[src/rtl/bdrs_pkg.sv]
`default_nettype none
// ----------------------------------------------------------------------------
// bdrs_pkg
// Shared codes and default sizes for the boxcar DAC ramp sequencer.
// ----------------------------------------------------------------------------
package bdrs_pkg;

    localparam int LEVEL_BITS_DEF  = 32;
    localparam int COUNT_BITS_DEF  = 16;
    localparam int RAMP_INDEX_BITS = 16;
    localparam int CFG_INDEX_BITS  = 3;

    typedef enum logic [1:0] {
        CMD_START = 2'd0,
        CMD_FRAME = 2'd1,
        CMD_STOP  = 2'd2,
        CMD_NONE  = 2'd3
    } t_cmd;

    typedef enum logic [2:0] {
        ST_RUNNING  = 3'd0,
        ST_DONE     = 3'd1,
        ST_STOPPED  = 3'd2,
        ST_OVERFLOW = 3'd3,
        ST_IDLE     = 3'd4
    } t_status;

    localparam logic [CFG_INDEX_BITS-1:0] CFG_RAMP_POINTS = 3'd0;
    localparam logic [CFG_INDEX_BITS-1:0] CFG_MEASURES    = 3'd1;
    localparam logic [CFG_INDEX_BITS-1:0] CFG_AVERAGES    = 3'd2;
    localparam logic [CFG_INDEX_BITS-1:0] CFG_LOW_START   = 3'd3;
    localparam logic [CFG_INDEX_BITS-1:0] CFG_LOW_STEP    = 3'd4;
    localparam logic [CFG_INDEX_BITS-1:0] CFG_HIGH_START  = 3'd5;
    localparam logic [CFG_INDEX_BITS-1:0] CFG_HIGH_STEP   = 3'd6;

endpackage
`default_nettype wire

[src/rtl/boxcar_dac_ramp_sequencer.sv]
`default_nettype none
// ----------------------------------------------------------------------------
// boxcar_dac_ramp_sequencer
// Steps one DAC channel through alternating low/high boxcar ramp levels.
// ----------------------------------------------------------------------------
// Usage:
//   Command words (start, ADC frame done, stop) enter on the i_in_valid /
//   o_in_ready channel. Every accepted word yields exactly one result word on
//   o_out_valid / i_out_ready carrying the latch flag, the level now on the
//   DAC, its ramp index, its set (low/high) and the run status.
//   The result of a word accepted at one edge is valid after that edge.
//   Throughput is one word per cycle while i_out_ready holds; the counters,
//   the two ramp adders and the level select all settle between the input
//   handshake and the result register.
//   The result register doubles as the skid stage: a new word is taken while
//   a result is waiting, as long as that result leaves in the same cycle.
//   When the receiver stalls, o_in_ready drops and the held result stays put.
//   Configuration is written through i_cfg_we / i_cfg_index / i_cfg_data with
//   no handshake, while no word is in flight.
//   Reset (synchronous, active low) clears the run state, empties the result
//   register and loads the register defaults: counts of one, levels of zero.
// ----------------------------------------------------------------------------
module boxcar_dac_ramp_sequencer #(
    parameter int LEVEL_BITS = bdrs_pkg::LEVEL_BITS_DEF,
    parameter int COUNT_BITS = bdrs_pkg::COUNT_BITS_DEF
) (
    input  wire logic                                    i_clk,
    input  wire logic                                    i_rst_n,
    // configuration
    input  wire logic                                    i_cfg_we,
    input  wire logic [bdrs_pkg::CFG_INDEX_BITS-1:0]     i_cfg_index,
    input  wire logic [(LEVEL_BITS > COUNT_BITS ? LEVEL_BITS : COUNT_BITS)-1:0] i_cfg_data,
    // command channel
    input  wire logic                                    i_in_valid,
    output logic                                         o_in_ready,
    input  wire logic [1:0]                              i_cmd,
    input  wire logic                                    i_frame_rejected,
    // result channel
    output logic                                         o_out_valid,
    input  wire logic                                    i_out_ready,
    output logic                                         o_latch,
    output logic signed [LEVEL_BITS-1:0]                 o_level,
    output logic [bdrs_pkg::RAMP_INDEX_BITS-1:0]         o_ramp_index,
    output logic                                         o_is_high,
    output logic [2:0]                                   o_status
);

    localparam int RIW = bdrs_pkg::RAMP_INDEX_BITS;
    localparam int PW  = COUNT_BITS + 1;

    // configuration registers
    logic [COUNT_BITS-1:0] r_ramp_points;
    logic [COUNT_BITS-1:0] r_measures;
    logic [COUNT_BITS-1:0] r_averages;
    logic [LEVEL_BITS-1:0] r_low_start;
    logic [LEVEL_BITS-1:0] r_low_step;
    logic [LEVEL_BITS-1:0] r_high_start;
    logic [LEVEL_BITS-1:0] r_high_step;

    // run state
    logic                  r_running,     n_running;
    logic [COUNT_BITS-1:0] r_samples,     n_samples;
    logic [PW-1:0]         r_phase,       n_phase;
    logic [COUNT_BITS-1:0] r_point,       n_point;
    logic [LEVEL_BITS-1:0] r_low_acc,     n_low_acc;
    logic [LEVEL_BITS-1:0] r_high_acc,    n_high_acc;
    logic [LEVEL_BITS-1:0] r_level_q,     n_level_q;
    logic                  r_latched_high, n_latched_high;

    // result register
    logic                  r_out_valid;
    logic                  r_latch,       n_latch;
    logic [LEVEL_BITS-1:0] r_level;
    logic [RIW-1:0]        r_ramp_index;
    logic                  r_is_high;
    logic [2:0]            r_status;
    bdrs_pkg::t_status     n_status;

    logic                  w_in_fire;

    // frame step arithmetic
    logic [COUNT_BITS-1:0] w_mps;
    logic [COUNT_BITS-1:0] w_pts;
    logic [COUNT_BITS-1:0] w_avg;
    logic [PW-1:0]         w_pair_len;
    logic [PW-1:0]         w_count;
    logic [PW-1:0]         w_point_inc;
    logic [PW:0]           w_phase_inc;
    logic                  w_step_open;
    logic                  w_pair_end;
    logic                  w_last_step;
    logic [PW-1:0]         w_phase_adv;
    logic [LEVEL_BITS-1:0] w_low_adv;
    logic [LEVEL_BITS-1:0] w_high_adv;

    assign o_in_ready = !r_out_valid || i_out_ready;
    assign w_in_fire  = i_in_valid && o_in_ready;

    // zero counts behave as one
    assign w_mps = (r_measures    == '0) ? COUNT_BITS'(1) : r_measures;
    assign w_pts = (r_ramp_points == '0) ? COUNT_BITS'(1) : r_ramp_points;
    assign w_avg = (r_averages    == '0) ? COUNT_BITS'(1) : r_averages;
    assign w_pair_len = {w_avg, 1'b0};

    assign w_count     = {1'b0, r_samples} + PW'(1);
    assign w_point_inc = {1'b0, r_point} + PW'(1);
    assign w_phase_inc = {1'b0, r_phase} + (PW+1)'(1);

    assign w_step_open = w_count < {1'b0, w_mps};
    assign w_pair_end  = w_phase_inc >= {1'b0, w_pair_len};
    assign w_last_step = (w_point_inc >= {1'b0, w_pts}) && w_pair_end;

    assign w_phase_adv = w_pair_end ? '0 : w_phase_inc[PW-1:0];
    assign w_low_adv   = w_pair_end ? r_low_acc + r_low_step   : r_low_acc;
    assign w_high_adv  = w_pair_end ? r_high_acc + r_high_step : r_high_acc;

    always_comb begin
        n_running      = r_running;
        n_samples      = r_samples;
        n_phase        = r_phase;
        n_point        = r_point;
        n_low_acc      = r_low_acc;
        n_high_acc     = r_high_acc;
        n_level_q      = r_level_q;
        n_latched_high = r_latched_high;
        n_latch        = 1'b0;
        n_status       = r_running ? bdrs_pkg::ST_RUNNING : bdrs_pkg::ST_IDLE;
        unique case (bdrs_pkg::t_cmd'(i_cmd))
            bdrs_pkg::CMD_START: begin
                n_running      = 1'b1;
                n_samples      = '0;
                n_phase        = '0;
                n_point        = '0;
                n_low_acc      = r_low_start;
                n_high_acc     = r_high_start;
                n_level_q      = r_low_start;
                n_latched_high = 1'b0;
                n_latch        = 1'b1;
                n_status       = bdrs_pkg::ST_RUNNING;
            end
            bdrs_pkg::CMD_STOP: begin
                if (r_running) begin
                    n_running = 1'b0;
                    n_status  = bdrs_pkg::ST_STOPPED;
                end
            end
            bdrs_pkg::CMD_FRAME: begin
                if (r_running) begin
                    priority if (i_frame_rejected) begin
                        // overflowed frame is not counted
                        n_running = 1'b0;
                        n_status  = bdrs_pkg::ST_OVERFLOW;
                    end else if (w_step_open) begin
                        n_samples = w_count[COUNT_BITS-1:0];
                    end else if (w_last_step) begin
                        n_samples = w_count[COUNT_BITS-1:0];
                        n_running = 1'b0;
                        n_status  = bdrs_pkg::ST_DONE;
                    end else begin
                        n_samples      = '0;
                        n_phase        = w_phase_adv;
                        n_low_acc      = w_low_adv;
                        n_high_acc     = w_high_adv;
                        if (w_pair_end) begin
                            n_point = w_point_inc[COUNT_BITS-1:0];
                        end
                        // odd phase picks the high set
                        n_latched_high = w_phase_adv[0];
                        n_level_q      = w_phase_adv[0] ? w_high_adv : w_low_adv;
                        n_latch        = 1'b1;
                        n_status       = bdrs_pkg::ST_RUNNING;
                    end
                end
            end
            default: begin
            end
        endcase
    end

    always_ff @(posedge i_clk) begin
        if (!i_rst_n) begin
            r_ramp_points <= COUNT_BITS'(1);
            r_measures    <= COUNT_BITS'(1);
            r_averages    <= COUNT_BITS'(1);
            r_low_start   <= '0;
            r_low_step    <= '0;
            r_high_start  <= '0;
            r_high_step   <= '0;
        end else if (i_cfg_we) begin
            unique case (i_cfg_index)
                bdrs_pkg::CFG_RAMP_POINTS: r_ramp_points <= i_cfg_data[COUNT_BITS-1:0];
                bdrs_pkg::CFG_MEASURES:    r_measures    <= i_cfg_data[COUNT_BITS-1:0];
                bdrs_pkg::CFG_AVERAGES:    r_averages    <= i_cfg_data[COUNT_BITS-1:0];
                bdrs_pkg::CFG_LOW_START:   r_low_start   <= i_cfg_data[LEVEL_BITS-1:0];
                bdrs_pkg::CFG_LOW_STEP:    r_low_step    <= i_cfg_data[LEVEL_BITS-1:0];
                bdrs_pkg::CFG_HIGH_START:  r_high_start  <= i_cfg_data[LEVEL_BITS-1:0];
                bdrs_pkg::CFG_HIGH_STEP:   r_high_step   <= i_cfg_data[LEVEL_BITS-1:0];
                default: begin
                end
            endcase
        end
    end

    always_ff @(posedge i_clk) begin
        if (!i_rst_n) begin
            r_running      <= 1'b0;
            r_samples      <= '0;
            r_phase        <= '0;
            r_point        <= '0;
            r_low_acc      <= '0;
            r_high_acc     <= '0;
            r_level_q      <= '0;
            r_latched_high <= 1'b0;
            r_out_valid    <= 1'b0;
        end else begin
            if (w_in_fire) begin
                r_running      <= n_running;
                r_samples      <= n_samples;
                r_phase        <= n_phase;
                r_point        <= n_point;
                r_low_acc      <= n_low_acc;
                r_high_acc     <= n_high_acc;
                r_level_q      <= n_level_q;
                r_latched_high <= n_latched_high;
                r_out_valid    <= 1'b1;
            end else if (i_out_ready) begin
                r_out_valid    <= 1'b0;
            end
        end
    end

    // result payload, loaded with every accepted word
    always_ff @(posedge i_clk) begin
        if (w_in_fire) begin
            r_latch      <= n_latch;
            r_level      <= n_level_q;
            r_ramp_index <= RIW'(n_point);
            r_is_high    <= n_latched_high;
            r_status     <= n_status;
        end
    end

    assign o_out_valid  = r_out_valid;
    assign o_latch      = r_latch;
    assign o_level      = r_level;
    assign o_ramp_index = r_ramp_index;
    assign o_is_high    = r_is_high;
    assign o_status     = r_status;

`ifndef ASSERT_OFF
    a_start_latches: assert property (@(posedge i_clk) disable iff (!i_rst_n)
        w_in_fire && (i_cmd == bdrs_pkg::CMD_START) |=>
            o_out_valid && o_latch && (o_status == bdrs_pkg::ST_RUNNING) &&
            (o_level == $past(r_low_start)) && !o_is_high)
        else $error("start word did not latch the first low level");

    a_idle_stays: assert property (@(posedge i_clk) disable iff (!i_rst_n)
        w_in_fire && !r_running && (i_cmd != bdrs_pkg::CMD_START) |=>
            !r_running && !o_latch && (o_status == bdrs_pkg::ST_IDLE))
        else $error("non-start word changed an idle sequencer");

    a_latch_running: assert property (@(posedge i_clk) disable iff (!i_rst_n)
        o_out_valid && o_latch |-> (o_status == bdrs_pkg::ST_RUNNING) && r_running)
        else $error("latch reported outside a running sequence");

    a_end_stops: assert property (@(posedge i_clk) disable iff (!i_rst_n)
        w_in_fire && r_running && (i_cmd == bdrs_pkg::CMD_FRAME) && i_frame_rejected |=>
            !r_running && (o_status == bdrs_pkg::ST_OVERFLOW) && !o_latch)
        else $error("rejected frame did not end the run");
`endif

endmodule
`default_nettype wire
[config.mk]
export PLATFORM = sky130hd
export DESIGN_NAME = boxcar_dac_ramp_sequencer
export DESIGN_NICKNAME = d
export VERILOG_FILES = /design/src/rtl/bdrs_pkg.sv /design/src/rtl/boxcar_dac_ramp_sequencer.sv
export SDC_FILE = /design/constraint.sdc
export NUM_CORES = 1
export LEC_CHECK = 0
export ABC_CLOCK_PERIOD_IN_PS = 5900
export BUFFER_PORTS_ARGS = -buffer_cell sky130_fd_sc_hd__buf_2
export CAP_MARGIN = 20
export CORE_MARGIN = 4
export CORE_UTILIZATION = 62
export CTS_CLUSTER_SIZE = 28
export DETAILED_ROUTE_END_ITERATION = 10
export PLACE_DENSITY = 0.8
export SLEW_MARGIN = 20
export SYNTH_ARGS = -nofsm -noshare
export SYNTH_HDL_FRONTEND = slang
export SYNTH_SLANG_ARGS = --single-unit
[constraint.sdc]
create_clock -name i_clk -period 5.9 [get_ports i_clk]
set_input_delay 1.18 -clock i_clk [delete_from_list [all_inputs] [get_ports i_clk]]
set_output_delay 1.18 -clock i_clk [all_outputs]
set_load 0.01 [all_outputs]
Yosys cells after proc, flatten, opt, wreduce, memory -nomap -nowiden. Index checks and enable logic that the tools add are counted.

Bits in registers: 377. Bits of input ports: 43. Output and inout port bits: 55. Logic and storage cells: 124.

Add/sub/neg operators: 5. Magnitude comparators: 3. Eq/ne operators: 12. Mux-type cells: 61. Reductions and logical operators: 22.

Operators by type and width (count): 32-bit two-way mux (15); 16-bit two-way mux (12); 32-bit one-hot mux with 2 select lines (3); 17-bit two-way mux (5); 32-bit adder (2); 16-bit one-hot mux with 2 select lines (2); 16-bit zero test (3); 16-bit by 1-bit adder with 17-bit output (second input constant) (2); 17-bit one-hot mux with 2 select lines (1); 17-bit by 1-bit adder with 18-bit output (second input constant) (1); 18-bit by 17-bit >= comparator with 1-bit output (1); 17-bit by 16-bit >= comparator with 1-bit output (1); 17-bit by 16-bit < comparator with 1-bit output (1); 2-bit AND reduction (8); 3-bit two-way mux (5); 1-bit two-way mux (14); 3-bit equality test (second input constant) (3); 3-bit one-hot mux with 3 select lines (1); 2-bit inequality test (second input constant) (4); 3-bit by 2-bit equality test with 1-bit output (second input constant) (2); 6-bit AND reduction (1); 1-bit one-hot mux with 2 select lines (2); 4-bit AND reduction (1); 2-bit nonzero test (2); other kinds (10) (11).

Depth between registers and ports, before layout.
Depth after elaboration: 10. Depth in mapped cells: 21. Gate-level depth less buffers: 18.

Least setup slack after synthesis. Ideal clock, no wire load.

Path kind: reg2reg. From: register r_samples[2]. To: register r_level[9] (netlist: o_level[9]), data pin. Arrival time: 3.955 ns. Data required time: 5.641 ns. Path slack: 1.686 ns. Cell stages (with the launch flop): 22. Path buffers: 4. Period minus slack after synthesis: 4.214 ns. Path through: dfxtp_1 > and3_1 > nand3_1 > nor2_1 > and3_1 > and3_1 > clkbuf_1 > nand3_1 > xnor2_1 > ha_1 > a211oi_1 > o21bai_1 > a311oi_1 > o211ai_1 > and2_1 > buf_2 > and2_1 > buf_2 > buf_4 > o211ai_1 > nand2_1 > or2_1.

Longest elaborated chain between the ends: 6.

RTL lines: start: declaration (RTL line boxcar_dac_ramp_sequencer.sv:62) `logic [COUNT_BITS-1:0] r_samples, n_samples;`; start signal: assignment (RTL line boxcar_dac_ramp_sequencer.sv:218) `r_samples <= n_samples;`; 16-bit by 1-bit adder with 17-bit output (RTL line boxcar_dac_ramp_sequencer.sv:105) `assign w_count = {1'b0, r_samples} + PW'(1);`; 17-bit by 16-bit < comparator with 1-bit output (RTL line boxcar_dac_ramp_sequencer.sv:109) `assign w_step_open = w_count < {1'b0, w_mps};`; 32-bit two-way mux (RTL line boxcar_dac_ramp_sequencer.sv:153) `end else if (w_step_open) begin`; 32-bit two-way mux (RTL line boxcar_dac_ramp_sequencer.sv:149) `priority if (i_frame_rejected) begin`; 32-bit two-way mux (RTL line boxcar_dac_ramp_sequencer.sv:148) `if (r_running) begin`; 32-bit one-hot mux with 2 select lines (RTL line boxcar_dac_ramp_sequencer.sv:128) `unique case (bdrs_pkg::t_cmd'(i_cmd))`; net n_level_q[9] (RTL line boxcar_dac_ramp_sequencer.sv:67) `logic [LEVEL_BITS-1:0] r_level_q, n_level_q;`; end signal: assignment (RTL line boxcar_dac_ramp_sequencer.sv:236) `r_level <= n_level_q;`; end: declaration (RTL line boxcar_dac_ramp_sequencer.sv:73) `logic [LEVEL_BITS-1:0] r_level;`.

The timed path passes the listed nets, and every way through them passes these cells. A chain may end at the register's enable or synchronous reset.

Worst setup path in the final report.
From: register r_samples[2]. To: register r_point[5].

Longest elaborated chain between the ends: 6.

RTL lines: 16-bit by 1-bit adder with 17-bit output (RTL line boxcar_dac_ramp_sequencer.sv:105); 17-bit by 16-bit < comparator with 1-bit output (RTL line boxcar_dac_ramp_sequencer.sv:109); 16-bit two-way mux (RTL line boxcar_dac_ramp_sequencer.sv:153); 16-bit two-way mux (RTL line boxcar_dac_ramp_sequencer.sv:149); 16-bit two-way mux (RTL line boxcar_dac_ramp_sequencer.sv:148); 16-bit one-hot mux with 2 select lines (RTL line boxcar_dac_ramp_sequencer.sv:128); end signal: assignment (RTL line boxcar_dac_ramp_sequencer.sv:220) `r_point <= n_point;`; end: declaration (RTL line boxcar_dac_ramp_sequencer.sv:64) `logic [COUNT_BITS-1:0] r_point, n_point;`.

Every way passes these cells.

==> metrics.yaml <==
core_area_mm2: 0.0334
cp_num_buf_inv: 0
slew_headroom_pct: 30.4
finalNetCount: 2782
crit_type: "reg -> reg"
overflow: 0
grt_pass1_wl_mm: 102
finalCriticalPeriod_ns: 5.28
cts_buffers: 40
slowest_stage: "o211ai_1"
yosysWarnings: 0
antenna_left: 0
wl_per_cell_um: 21.1
p_per_area_mw_per_mm2: 258
final_cells: 3101
grt_pass1_vias: 18639
vias: 20019
post_cts_buffers: 0
synth_cell_types: 89
yosysTopAreaCell: "dfxtp_1"
synth_edf_count: 53
clk-insertion-delay-late_ns: 0.55
std_cell_rows: 67
hp-class: "reg -> reg"
fin_tns_setup_ns: 0
worstPathCellList: "and3_1 -> nand3_1 -> nor2_1 -> and3_1 -> and3_1 -> nand3_1 -> xnor2_1 -> ha_1 -> nand4_1 -> or2_2 -> o211ai_1 -> and2_1 -> nand3_1 -> nor2_1 -> a21oi_1 -> a311oi_1"
max_stage_delay_ns: 0.61
yosys.area.top_type_share_pct: 31.0
start_kind: "register"
drc: 0
finalSetupViolCount: 0
ys_seq_area_share_pct: 38.6
p_seq_share_pct: 46.6
wirelength_mm: 65.4
clock.fmax_ghz: 0.190
htreeDepth: 2
placedCellCount: 3031
ys_ff_latch: 377
rsz0062_at_grt: "false"
holdBufCountCts: 0
async_flop_share_pct: 0
report.final.slew_viol_count: 0
synth_most_common_cell: "nand2_1"
switchingPower_uw: 1520
multi_input_area_mm2: 0.0119
p_clk_share_pct: 43.5
critPathTopFamily: "simple AND/OR/NAND/NOR gates"
grt_max_degree: 134
grt_usage_pct: 34.6
dp_hpwl_mm: 44.1
antenna_found_initial: 0
clockRootBuffer: "clkbuf_16"
vdd_drop_max_v: 0.000229
crit_fanout: 11
worst_slew_pin_slew_ns: 1.04
syn_nets: 2779
clockBufferDepth: 3
die_w_um: 192
ys.flop_type: "dfxtp_1"
die_y_um: 192
syn_area_mm2: 0.0209
viasPerCell: 6.46
maxCapViolCount: 0
nFillCells: 2759
die-area_mm2: 0.0368
sw_frac_of_total_pct: 25.8
start_util_pct: 62.6
syn_area_per_cell_um2: 7.98
cts_resized: 0
cts_tree: "yes"
seq_area_mm2: 0.00808
synth.top_cells.by_area: "dfxtp_1 31%, nand2_1 9.4%, a21oi_1 8.8%"
p_comb_share_pct: 9.9
cp.required_ns: 6.34
place_congestion: 0.994
fin_worst_skew_ns: 0.0145
synth_commonest_cells: "524 x nand2_1, 366 x a21oi_1, 324 x dfxtp_1"
clk_pin_slew_ns: 0.06
synth_cells: 2622
drtPass1Iterations: 8
drt_first_iter_violations: 2439
io_pins: 98
status: "finished clean"
layout-drive-gt1-share_pct: 8.86
arrival_ns: 5.72
finalHoldViolations: 0
critPathCaptureType: "register"
period_share_pct: 89.4
clock-sinks: 377
p_leak_uw: 0.00884
area_delta_synth_final_pct: 9.17
io_buffers: 97
p_int_uw: 4370
-- per-stage QoR --
stage	setup slack, ns	hold WS (ns)	utilization (%)	total power (uW)	cell area, um^2
final	0.625	0.456	68.3	5890	22900
after CTS	0.702	0.458	68.3	5870	22800
after global routing	0.283	0.472	68.3	6050	22800
after detailed placement	0.750	0.447	64.4	3360	21500
after global placement	0.970	0.442	64.4	3350	21500
after floorplan	1.69	0.433	-	3160	20900
-- cell type report --
type,instances,share of cell area (%)
Multi-Input combinational cell,2014,52.3
Sequential cell,377,35.4
Clock buffer,54,4.92
Timing Repair Buffer,124,3.07
Tap cell,448,2.45
Inverter,68,1.14
Clock inverter,15,0.783
Antenna cell,1,0.0110
-- state kept, by name, indices dropped and copies added (netlist names), 17 cells and up --
name,cells
o_level,32
r_high_acc,32
r_high_start,32
r_high_step,32
r_level_q,32
r_low_acc,32
r_low_start,32
r_low_step,32
r_phase,17
-- worst register-to-register path, cell delays in order (launching register included) --
cell and delay [ns]:
dfxtp_1 0.43, and3_1 0.20, nand3_1 0.16, nor2_1 0.26, and3_1 0.27, and3_1 0.27
nand3_1 0.15, xnor2_1 0.18, ha_1 0.31, nand4_1 0.14, or2_2 0.32, o211ai_1 0.61
and2_1 0.48, nand3_1 0.38, nor2_1 0.56, a21oi_1 0.18, a311oi_1 0.28
-- cells in the final DEF, fill, tap and decap left out, drive strengths merged, types with 23 or more instances in the layout --
cell	instances
xnor2	49
o21ai	121
and3	31
a31oi	26
xor2	56
nand3	84
clkbuf	54
mux2i	32
nand4	28
nand2	526
buf	124
nor3	38
a22oi	23
nor2	167
dfxtp	324
edfxtp	53
ha	112
a21o	52
a211oi	31
inv	68
a21oi	368
-- power groups by stage --
stage	clock [uW]	sequential (uW)	combinational (uW)
3_3_place_gp	0	2790	554
3_5_place_dp	0	2800	566
5_1_grt	2670	2750	631
6_report	2560	2750	586
4_1_cts	2560	2740	570
2_1_floorplan	0	2790	364
-- kinds of logic after synthesis --
kind of cell / share of synthesized area (%)
adders and majority gates: 6.89
DFF: 38.6
AOI/OAI and AO/OA: 23.0
xor gates and xnor gates: 4.39
buffers and inverters: 4.52
and+or+nand+nor: 20.8
muxes: 1.80
-- worst paths after layout --
path              slack, ns  cells past startpoint                to              from
setup / recovery       0.62                     16        r_point[5]      r_samples[2]
hold / removal         0.46                      2  r_high_start[29]  r_high_start[29]
setup reg to reg       0.62                     16        r_point[5]      r_samples[2]
hold reg to reg        0.46                      2  r_high_start[29]  r_high_start[29]
-- layer usage --
layer / up-vias / routed length [um] / track usage, %
met3: 159 / 8090 / 8.11
met1: 9406 / 27200 / 49.2
li1: 9331 / - / -
met4: 0 / 2100 / 11.7
met5: - / 0 / 0
met2: 1123 / 28000 / 52.1
Power figures use the tool's default switching activity.
